--- src/hdl/piecewise_linear_interpolator_top_assert.svh ---
// assertion macros used by pli_back
`ifndef PIECEWISE_LINEAR_INTERPOLATOR_TOP_ASSERT_SVH
`define PIECEWISE_LINEAR_INTERPOLATOR_TOP_ASSERT_SVH

// same-cycle implication
`define PLI_ASSERT_IMP(label, clk, rst, a, c) \
  label: assert property (@(posedge clk) disable iff (rst) (a) |-> (c)) \
    else $error("assertion failed");

// next-cycle implication
`define PLI_ASSERT_NXT(label, clk, rst, a, c) \
  label: assert property (@(posedge clk) disable iff (rst) (a) |=> (c)) \
    else $error("assertion failed");

`endif

--- src/hdl/pli_pkg.sv ---
// ----------------------------------------------------------------------------
// pli_pkg
// shared types, codes and defaults of the interpolator
// ----------------------------------------------------------------------------
`timescale 1ns / 1ps

package pli_pkg;

  localparam int TABLE_DEPTH_DEF = 16;
  localparam int DATA_WIDTH_DEF  = 16;
  localparam int FRAC_BITS_DEF   = 16;

  localparam logic [1:0] ACT_LOAD = 2'd0;
  localparam logic [1:0] ACT_FWD  = 2'd1;
  localparam logic [1:0] ACT_INV  = 2'd2;

  localparam logic [1:0] ST_OK    = 2'd0;
  localparam logic [1:0] ST_EMPTY = 2'd1;
  localparam logic [1:0] ST_FULL  = 2'd2;

  typedef enum logic [1:0] {
    OP_LOAD,
    OP_FWD,
    OP_INV,
    OP_NOP
  } op_t;

  typedef struct packed {
    logic valid;
    op_t  op;
  } q_head_t;

  typedef enum logic [3:0] {
    S_IDLE,
    S_START,
    S_SCAN_RD,
    S_SCAN_CHK,
    S_AFTER,
    S_SHIFT_RD,
    S_SHIFT_WR,
    S_INS_WR,
    S_NEXT,
    S_PAIR_RD,
    S_PAIR_P,
    S_PAIR_N,
    S_DIV_INIT,
    S_DIV,
    S_MUL,
    S_FIN
  } state_t;

endpackage

--- src/hdl/pli_front.sv ---
// ----------------------------------------------------------------------------
// pli_front
// takes requests, decodes the action and queues them for the back end
// ----------------------------------------------------------------------------
`timescale 1ns / 1ps

module pli_front #(
  parameter int DATA_WIDTH = 16
) (
  input  logic                         clk,
  input  logic                         rst,
  input  logic                         start,
  output logic                         busy,
  input  logic [1:0]                   action,
  input  logic signed [DATA_WIDTH-1:0] key_in,
  input  logic signed [DATA_WIDTH-1:0] value_in,
  output pli_pkg::q_head_t             head,
  output logic signed [DATA_WIDTH-1:0] head_key,
  output logic signed [DATA_WIDTH-1:0] head_value,
  input  logic                         pop
);
  import pli_pkg::*;

  op_t                         q_op    [2];
  logic signed [DATA_WIDTH-1:0] q_key   [2];
  logic signed [DATA_WIDTH-1:0] q_value [2];
  logic                        wr_ptr;
  logic                        rd_ptr;
  logic [1:0]                  fill;
  logic                        push;
  op_t                         op_dec;

  always_comb begin
    case (action)
      ACT_LOAD: op_dec = OP_LOAD;
      ACT_FWD:  op_dec = OP_FWD;
      ACT_INV:  op_dec = OP_INV;
      default:  op_dec = OP_NOP;
    endcase
  end

  assign busy = (fill == 2'd2);
  assign push = start && !busy;

  always_ff @(posedge clk) begin
    if (push) begin
      q_op[wr_ptr]    <= op_dec;
      q_key[wr_ptr]   <= key_in;
      q_value[wr_ptr] <= value_in;
    end
  end

  always_ff @(posedge clk) begin
    if (rst) begin
      wr_ptr <= 1'b0;
      rd_ptr <= 1'b0;
      fill   <= 2'd0;
    end else begin
      if (push) wr_ptr <= !wr_ptr;
      if (pop) rd_ptr <= !rd_ptr;
      fill <= fill + 2'(push) - 2'(pop);
    end
  end

  assign head.valid = (fill != 2'd0);
  assign head.op    = q_op[rd_ptr];
  assign head_key   = q_key[rd_ptr];
  assign head_value = q_value[rd_ptr];

endmodule

--- src/hdl/pli_back.sv ---
// ----------------------------------------------------------------------------
// pli_back
// table search, sorted insert and interpolation with a serial divider
// ----------------------------------------------------------------------------
`timescale 1ns / 1ps

module pli_back #(
  parameter int TABLE_DEPTH = 16,
  parameter int DATA_WIDTH  = 16,
  parameter int FRAC_BITS   = 16
) (
  input  logic                         clk,
  input  logic                         rst,
  input  pli_pkg::q_head_t             head,
  input  logic signed [DATA_WIDTH-1:0] head_key,
  input  logic signed [DATA_WIDTH-1:0] head_value,
  output logic                         pop,
  output logic                         done,
  output logic signed [DATA_WIDTH-1:0] result_value,
  output logic [1:0]                   status
);
  import pli_pkg::*;
  `include "piecewise_linear_interpolator_top_assert.svh"

  localparam int DW  = DATA_WIDTH;
  localparam int F   = FRAC_BITS;
  localparam int AW  = $clog2(TABLE_DEPTH);
  localparam int CW  = $clog2(TABLE_DEPTH + 1);
  localparam int DCW = $clog2(F + 1);
  localparam int PW  = DW + F + 3;
  localparam logic [CW-1:0] DEPTH_C = CW'(TABLE_DEPTH);

  state_t state, state_next;

  logic [2*DW-1:0] fwd_mem [TABLE_DEPTH];
  logic [2*DW-1:0] rev_mem [TABLE_DEPTH];
  logic [2*DW-1:0] fwd_rd, rev_rd, rd_data, wr_data;
  logic [AW-1:0]   rd_addr, wr_addr;
  logic            we;

  logic            sel, is_load, drop, eq, first;
  logic signed [DW-1:0] x, partner, p, n, pv, nv;
  logic [1:0]      st;
  logic [CW-1:0]   i, lb, j, fwd_count, rev_count, cnt, pi, ni;
  logic [DW:0]     rem, dd;
  logic [DW+1:0]   trial;
  logic [F:0]      t;
  logic [DCW-1:0]  dcnt;
  logic signed [PW-1:0] prod, rnd, shr;
  logic signed [DW:0]   diff;
  logic signed [F+1:0]  tsig;
  logic signed [DW-1:0] rd_key;
  logic            q_empty;
  logic signed [DW-1:0] res_interp;
  logic                 interp_path;

  assign cnt     = sel ? rev_count : fwd_count;
  assign rd_data = sel ? rev_rd : fwd_rd;
  assign rd_key  = rd_data[2*DW-1:DW];
  assign pi      = (lb == '0) ? '0 : lb - 1'b1;
  assign ni      = (lb >= cnt) ? cnt - 1'b1 : lb;
  assign trial   = first ? {1'b0, rem} : {rem, 1'b0};
  assign diff    = {nv[DW-1], nv} - {pv[DW-1], pv};
  assign tsig    = $signed({1'b0, t});
  assign rnd     = prod + (PW'(1) <<< (F - 1));
  assign shr     = rnd >>> F;
  assign q_empty = (head.op == OP_FWD && fwd_count == '0) ||
                   (head.op == OP_INV && rev_count == '0);

  always_ff @(posedge clk) begin
    if (we && !sel) fwd_mem[wr_addr] <= wr_data;
    if (we && sel) rev_mem[wr_addr] <= wr_data;
    fwd_rd <= fwd_mem[rd_addr];
    rev_rd <= rev_mem[rd_addr];
  end

  always_comb begin
    state_next = state;
    pop        = 1'b0;
    we         = 1'b0;
    rd_addr    = '0;
    wr_addr    = lb[AW-1:0];
    wr_data    = {x, partner};
    case (state)
      S_IDLE: begin
        if (head.valid) begin
          pop = 1'b1;
          state_next = (head.op == OP_NOP || q_empty) ? S_FIN : S_START;
        end
      end
      S_START:    state_next = (cnt == '0) ? S_AFTER : S_SCAN_RD;
      S_SCAN_RD: begin
        rd_addr    = i[AW-1:0];
        state_next = S_SCAN_CHK;
      end
      S_SCAN_CHK: begin
        if (rd_key >= x || i + 1'b1 == cnt) state_next = S_AFTER;
        else state_next = S_SCAN_RD;
      end
      S_AFTER: begin
        if (!is_load) state_next = S_PAIR_RD;
        else if (eq) begin
          we = 1'b1;
          state_next = S_NEXT;
        end else if (cnt == DEPTH_C) state_next = S_NEXT;
        else if (cnt > lb) state_next = S_SHIFT_RD;
        else state_next = S_INS_WR;
      end
      S_SHIFT_RD: begin
        rd_addr    = AW'(j - 1'b1);
        state_next = S_SHIFT_WR;
      end
      S_SHIFT_WR: begin
        we         = 1'b1;
        wr_addr    = j[AW-1:0];
        wr_data    = rd_data;
        state_next = (j - 1'b1 > lb) ? S_SHIFT_RD : S_INS_WR;
      end
      S_INS_WR: begin
        we         = 1'b1;
        state_next = S_NEXT;
      end
      S_NEXT:     state_next = sel ? S_FIN : S_START;
      S_PAIR_RD: begin
        rd_addr    = pi[AW-1:0];
        state_next = S_PAIR_P;
      end
      S_PAIR_P: begin
        rd_addr    = ni[AW-1:0];
        state_next = S_PAIR_N;
      end
      S_PAIR_N:   state_next = S_DIV_INIT;
      S_DIV_INIT: state_next = (n == p) ? S_MUL : S_DIV;
      S_DIV:      state_next = (dcnt == DCW'(F)) ? S_MUL : S_DIV;
      S_MUL:      state_next = S_FIN;
      S_FIN:      state_next = S_IDLE;
      default:    state_next = S_IDLE;
    endcase
  end

  always_ff @(posedge clk) begin
    if (rst) state <= S_IDLE;
    else state <= state_next;
  end

  always_ff @(posedge clk) begin
    if (rst) begin
      fwd_count <= '0;
      rev_count <= '0;
      done      <= 1'b0;
    end else begin
      done <= (state == S_FIN);
      if (state == S_INS_WR) begin
        if (sel) rev_count <= rev_count + 1'b1;
        else fwd_count <= fwd_count + 1'b1;
      end
    end
  end

  always_ff @(posedge clk) begin
    if (state == S_FIN) begin
      result_value <= interp_path ? res_interp : '0;
      status       <= st;
    end
    case (state)
      S_IDLE: begin
        is_load <= (head.op == OP_LOAD);
        drop    <= 1'b0;
        st      <= q_empty ? ST_EMPTY : ST_OK;
        sel     <= (head.op == OP_INV);
        x       <= (head.op == OP_INV) ? head_value : head_key;
        partner <= (head.op == OP_INV) ? head_key : head_value;
      end
      S_START: begin
        i  <= '0;
        lb <= '0;
        eq <= 1'b0;
      end
      S_SCAN_CHK: begin
        if (rd_key >= x) begin
          lb <= i;
          eq <= (rd_key == x);
        end else if (i + 1'b1 == cnt) begin
          lb <= cnt;
          eq <= 1'b0;
        end else i <= i + 1'b1;
      end
      S_AFTER: begin
        j <= cnt;
        if (is_load && !eq && cnt == DEPTH_C) drop <= 1'b1;
      end
      S_SHIFT_WR: j <= j - 1'b1;
      S_NEXT: begin
        sel     <= 1'b1;
        x       <= partner;
        partner <= x;
        st      <= drop ? ST_FULL : ST_OK;
      end
      S_PAIR_P: begin
        p  <= rd_key;
        pv <= rd_data[DW-1:0];
      end
      S_PAIR_N: begin
        n  <= rd_key;
        nv <= rd_data[DW-1:0];
      end
      S_DIV_INIT: begin
        t     <= '0;
        rem   <= {x[DW-1], x} - {p[DW-1], p};
        dd    <= {n[DW-1], n} - {p[DW-1], p};
        dcnt  <= '0;
        first <= 1'b1;
      end
      S_DIV: begin
        if (trial >= {1'b0, dd}) begin
          rem <= (DW+1)'(trial - {1'b0, dd});
          t   <= {t[F-1:0], 1'b1};
        end else begin
          rem <= trial[DW:0];
          t   <= {t[F-1:0], 1'b0};
        end
        dcnt  <= dcnt + 1'b1;
        first <= 1'b0;
      end
      S_MUL: begin
        prod <= diff * tsig;
        st   <= ST_OK;
      end
      default: begin
      end
    endcase
  end

  // result of the interpolation, taken when the product is ready
  assign res_interp = pv + shr[DW-1:0];

  always_ff @(posedge clk) begin
    if (rst) interp_path <= 1'b0;
    else if (state == S_IDLE) interp_path <= 1'b0;
    else if (state == S_MUL) interp_path <= 1'b1;
  end

  `PLI_ASSERT_IMP(a_fwd_cnt, clk, rst, 1'b1, fwd_count <= DEPTH_C)
  `PLI_ASSERT_IMP(a_rev_cnt, clk, rst, 1'b1, rev_count <= DEPTH_C)
  `PLI_ASSERT_NXT(a_done_pulse, clk, rst, done, !done)
  `PLI_ASSERT_IMP(a_err_zero, clk, rst, done && status != ST_OK, result_value == '0)

endmodule

--- src/hdl/piecewise_linear_interpolator_top.sv ---
// a query scans the table, then runs the serial divider, skipped when both neighbours coincide;
// an empty table or an unused action goes straight to the result;
// a load searches, shifts and inserts in both tables in turn
// one request in the back end at a time, the next starts while the result is out
// busy rises only when the two-entry request queue is full; the receiver cannot stall
// reset (synchronous, rst high) empties both tables and the queue
// ----------------------------------------------------------------------------
// piecewise_linear_interpolator_top
// sorted breakpoint tables with forward and inverse linear interpolation
// ----------------------------------------------------------------------------
`timescale 1ns / 1ps

module piecewise_linear_interpolator_top #(
  parameter int TABLE_DEPTH = pli_pkg::TABLE_DEPTH_DEF,
  parameter int DATA_WIDTH  = pli_pkg::DATA_WIDTH_DEF,
  parameter int FRAC_BITS   = pli_pkg::FRAC_BITS_DEF
) (
  input  logic                         clk,
  input  logic                         rst,
  input  logic                         start,
  output logic                         busy,
  input  logic [1:0]                   action,
  input  logic signed [DATA_WIDTH-1:0] key_in,
  input  logic signed [DATA_WIDTH-1:0] value_in,
  output logic                         done,
  output logic signed [DATA_WIDTH-1:0] result_value,
  output logic [1:0]                   status
);
  import pli_pkg::*;

  q_head_t                      head;
  logic signed [DATA_WIDTH-1:0] head_key, head_value;
  logic                         pop;

  pli_front #(.DATA_WIDTH(DATA_WIDTH)) u_front (
    .clk, .rst, .start, .busy, .action, .key_in, .value_in,
    .head, .head_key, .head_value, .pop
  );

  pli_back #(
    .TABLE_DEPTH(TABLE_DEPTH), .DATA_WIDTH(DATA_WIDTH), .FRAC_BITS(FRAC_BITS)
  ) u_back (
    .clk, .rst, .head, .head_key, .head_value, .pop,
    .done, .result_value, .status
  );

endmodule
--- config.mk ---
export PLATFORM = sky130hd
export DESIGN_NAME = piecewise_linear_interpolator_top
export DESIGN_NICKNAME = d
export VERILOG_FILES = /design/src/hdl/pli_pkg.sv /design/src/hdl/pli_front.sv /design/src/hdl/pli_back.sv /design/src/hdl/piecewise_linear_interpolator_top.sv
export VERILOG_INCLUDE_DIRS = /design/src /design/src/hdl
export SDC_FILE = /design/constraint.sdc
export NUM_CORES = 2
export LEC_CHECK = 0
export ABC_AREA = 1
export BUFFER_PORTS_ARGS = -buffer_cell sky130_fd_sc_hd__buf_2
export CORE_ASPECT_RATIO = 1.75
export CORE_MARGIN = 4
export CORE_UTILIZATION = 25
export CTS_BUF_LIST = sky130_fd_sc_hd__clkbuf_16
export DETAILED_ROUTE_END_ITERATION = 10
export GPL_TIMING_DRIVEN = 1
export HOLD_SLACK_MARGIN = 0.02
export SLEW_MARGIN = 20
export SYNTH_ARGS = -nofsm -noshare
export SYNTH_HDL_FRONTEND = slang
export SYNTH_SLANG_ARGS = --single-unit
--- constraint.sdc ---
create_clock -name clk -period 17.5 [get_ports clk]
set_clock_uncertainty 0.05 [all_clocks]
set_input_delay 3.5 -clock clk [delete_from_list [all_inputs] [get_ports clk]]
set_output_delay 3.5 -clock clk [all_outputs]
set_load 0.03 [all_outputs]
==> impl_metrics.csv <==
group,metric,value,unit
route,ant_nets,0,
logic_synthesis,ys.flop_type,"edfxtp_1",
timing,timing.final.ws_setup,9.54,ns
placement,post-place-ws,9.61,ns
placement,gp_congestion,0.963,
logic_synthesis,async_flop_share,0,
logic_synthesis,synth_seq_cells,1386,
worst_setup_path,crit_type,"reg2reg",
global_routing,grt.overflow.total,0,
route,drc,0,
global_routing,grt_max_degree,163,
logic_synthesis,synthXorXnorAreaFrac,0.00880,
route,first_pass_iters,6,
worst_setup_path,end_kind,"register",
floorplanning,placeableCoreArea,297000,um^2
logic_synthesis,synth_area_leaders,"edfxtp_1, inv_1, nand3_1",
worst_setup_path,critPathSlowestCell,"fa_1",
floorplanning,num_io_pins,57,
clock_tree,cts_max_path_buffers,3,
route,routed_wl,236,mm
global_routing,grt_pass1_wl,348,mm
logic_synthesis,synthTopCellsByCount,"inv_1, edfxtp_1, nand2_1",
logic_synthesis,ys_warn_count,0,
floorplanning,fp-row-count,265,
logic_synthesis,synth_top_cell_area_share,0.523,
route,routed-via-count,54543,
clock_tree,cts.sinks,1386,
power,intPower,0.00732,W
worst_setup_path,cp.required,17.99,ns
logic_synthesis,synth_compound_area_frac,0.0310,
route,vias_per_cell,4.71,
worst_setup_path,arrival,8.45,ns
timing,grt_setup_unrepaired,"false",
timing,tns,0,ns
layout,nFillCells,30902,
layout,final_nets,8079,
job,cap_violations,0,
logic_synthesis,synthMuxAreaShare,0.00469,
timing,layout_worst_path_cycle_share,0.455,
logic_synthesis,yosysMostFrequentCell,"inv_1",
clock_tree,cts_resized,0,
clock_tree,cts_tree,"done",
power,power.density,147,nW/um^2
layout,final_area,83500,um^2
power,switching_share,0.405,
route,wire_per_inst,20.4,um
logic_synthesis,synth.distinct_cells,53,
clock_tree,hold_buffers,0,
route,drt-initial-drc-count,4360,
timing,setup_viol,0,
logic_synthesis,yosysSeqAreaShare,0.546,
placement,dp_cells,11339,
timing,relSlewSlack,0.233,
timing,fmax,126,MHz
clock_tree,cts.clk_slew.worst_paths,0.07,ns
clock_tree,clk_latency,0.80,ns
clock_tree,post_cts_buffers,0,
timing,worst_slew_pin_slew,1.15,ns
global_routing,grt_use_total,0.149,
placement,dp_hpwl,149,mm
placement,place_area,79300,um^2
timing,slew_violations,0,
global_routing,antenna_found_initial,15,
timing,hold_viol,0,
power,p_sw,0.00499,W
clock_tree,cts_buffers,117,
logic_synthesis,syn-num-nets,8203,
floorplanning,die_w,421,um
layout,syn2layout_area_growth,11.9,%
power,ir_worst_vdd,0.000114,V
timing,period_needed,7.96,ns
floorplanning,die-area,308000,um^2
layout,stdcell_count,11570,
floorplanning,dieHeight,731,um
timing,holdWs,0.368,ns
clock_tree,htree_levels,3,
worst_setup_path,critPathMaxStageDelay,0.55,ns
power,p_leak,35.3,nW
worst_setup_path,start_kind,"register",
worst_hold_path,min_path_type,"reg2reg",
logic_synthesis,synth-edff-count,1301,
logic_synthesis,syn_inst,7712,
logic_synthesis,yosysTopAreaCell,"edfxtp_1",
floorplanning,start_util,0.251,
worst_setup_path,cp_max_fo,11,
layout,drive_above_1_share,0.0596,
logic_synthesis,synth_area,74700,um^2
global_routing,grt_pass1_vias,53738,
clock_tree,cts-root-buf,"clkbuf_16",
logic_synthesis,synth_top_family_by_area,"simple AND/OR/NAND/NOR gates",
status,status,"finished clean",
logic_synthesis,synth_fa_ha_area_frac,0.0990,
logic_synthesis,syn_area_per_cell,9.68,um^2
worst_setup_path,timing.critical_path.mode_cell,"nand2_1",
power,power_frac_clock,0.225,
power,seqPwrFrac,0.364,
power,pwr-share-comb,0.410,
logic_synthesis,synth-simple-area-share,0.202,
placement,io_buffers,56,
-- final timing paths --
path           startpoint          endpoint  slack [ns]  depth (start not counted)
max          u_back.pv[0]   u_back.prod[27]        9.54                         34
min          u_back.st[1]  u_back.status[1]        0.37                          0
max reg2reg  u_back.pv[0]   u_back.prod[27]        9.54                         34
min reg2reg  u_back.st[1]  u_back.status[1]        0.37                          0
-- final cells by class --
type / instances / area, um^2 / share of cell area
diodes: 8 / 20.0 / 0.000240
flip-flops and latches: 1386 / 40800 / 0.488
multi-input cells: 4264 / 26400 / 0.316
clock inverters: 105 / 1140 / 0.0137
inverters: 1655 / 6230 / 0.0746
repair buffers: 164 / 1190 / 0.0142
clock buffers: 117 / 2930 / 0.0350
well taps: 3871 / 4840 / 0.0580
-- flip-flops by register name, summed over array words and instances (netlist names), 17 cells and up, named ones only --
name and flops:
u_back.dd 17, u_back.fwd_mem 512, u_back.fwd_rd 32, u_back.prod 17, u_back.rem 17, u_back.rev_mem 512
u_back.rev_rd 32, u_back.t 17, u_front.q_key 32, u_front.q_value 32
-- power groups by stage --
stage,Combinational [W],Clock [W],Sequential (W)
floorplan,0.00328,0,0.00453
global placement,0.00502,0,0.00456
detailed placement,0.00504,0,0.00456
CTS,0.00506,0.00282,0.00449
global route,0.00562,0.00294,0.00450
finish,0.00505,0.00277,0.00448
-- through the flow --
step | util | power (W)
detailed placement | 0.267 | 0.00960
global placement | 0.267 | 0.00958
global route | 0.281 | 0.0130
finish | 0.281 | 0.0123
floorplan | - | 0.00781
CTS | 0.280 | 0.0124
-- routing by layer --
metal / vias up / track usage / wire length, um
met4: 2 / 0.0929 / 16700
li1: 25247 / - / -
met5: - / 0 / 11
met1: 26772 / 0.160 / 83800
met2: 1931 / 0.279 / 123000
met3: 591 / 0.0154 / 12700
-- worst max-delay path, delay by kind of cell (launching register included) --
family                     cells  cell delay (ns)
buffers and inverters          7             0.73
adders and majority gates      9             3.81
DFF                            1             0.41
and+or+nand+nor               13             1.48
AOI/OAI and AO/OA              5             1.23
-- cell usage in the layout, fill, tap and decap left out, types with 5 or more instances in the layout --
| master | synthesis | final |
|---|---|---|
| clkbuf_16 | 0 | 117 |
| ha_1 | 226 | 226 |
| clkinv_2 | 0 | 15 |
| xor2_1 | 47 | 47 |
| inv_1 | 1637 | 1662 |
| inv_2 | 8 | 7 |
| buf_2 | 195 | 56 |
| nor3_1 | 30 | 30 |
| nand2_1 | 1300 | 1299 |
| nor2_2 | 3 | 5 |
| xnor2_1 | 28 | 28 |
| o21a_1 | 8 | 7 |
| nand4_1 | 536 | 536 |
| edfxtp_1 | 1301 | 1301 |
| fa_1 | 228 | 228 |
| clkinv_16 | 0 | 7 |
| o21ai_0 | 185 | 152 |
| o21ai_4 | 0 | 17 |
| a21oi_1 | 159 | 159 |
| bufinv_16 | 0 | 17 |
| clkinv_4 | 0 | 5 |
| nor2_1 | 332 | 292 |
| a21boi_0 | 6 | 6 |
| mux2i_1 | 35 | 35 |
| o21ai_2 | 3 | 18 |
| o21bai_1 | 11 | 11 |
| nand3b_1 | 5 | 5 |
| nor2_4 | 1 | 39 |
| clkinvlp_4 | 0 | 5 |
| a21o_1 | 11 | 11 |
| a31oi_1 | 8 | 8 |
| o21ai_1 | 5 | 6 |
| dfxtp_1 | 85 | 84 |
| clkinv_1 | 10 | 31 |
| diode_2 | 0 | 8 |
| buf_12 | 0 | 6 |
| buf_4 | 24 | 101 |
| nor4_1 | 10 | 10 |
| nand3_1 | 1032 | 1030 |
| or2_2 | 19 | 19 |
-- kinds of logic (layout without fill, tap and decap cells) --
| kind of cell | count (synthesis) | in the layout |
|---|---|---|
| simple gates | 3277 | 3277 |
| buf+inv | 2062 | 2041 |
| flops | 1386 | 1386 |
| fa+ha+maj | 454 | 454 |
| compound gates | 423 | 423 |
| xor+xnor | 75 | 75 |
| mux | 35 | 35 |
| other cells | 0 | 8 |
Power figures use the tool's default switching activity.
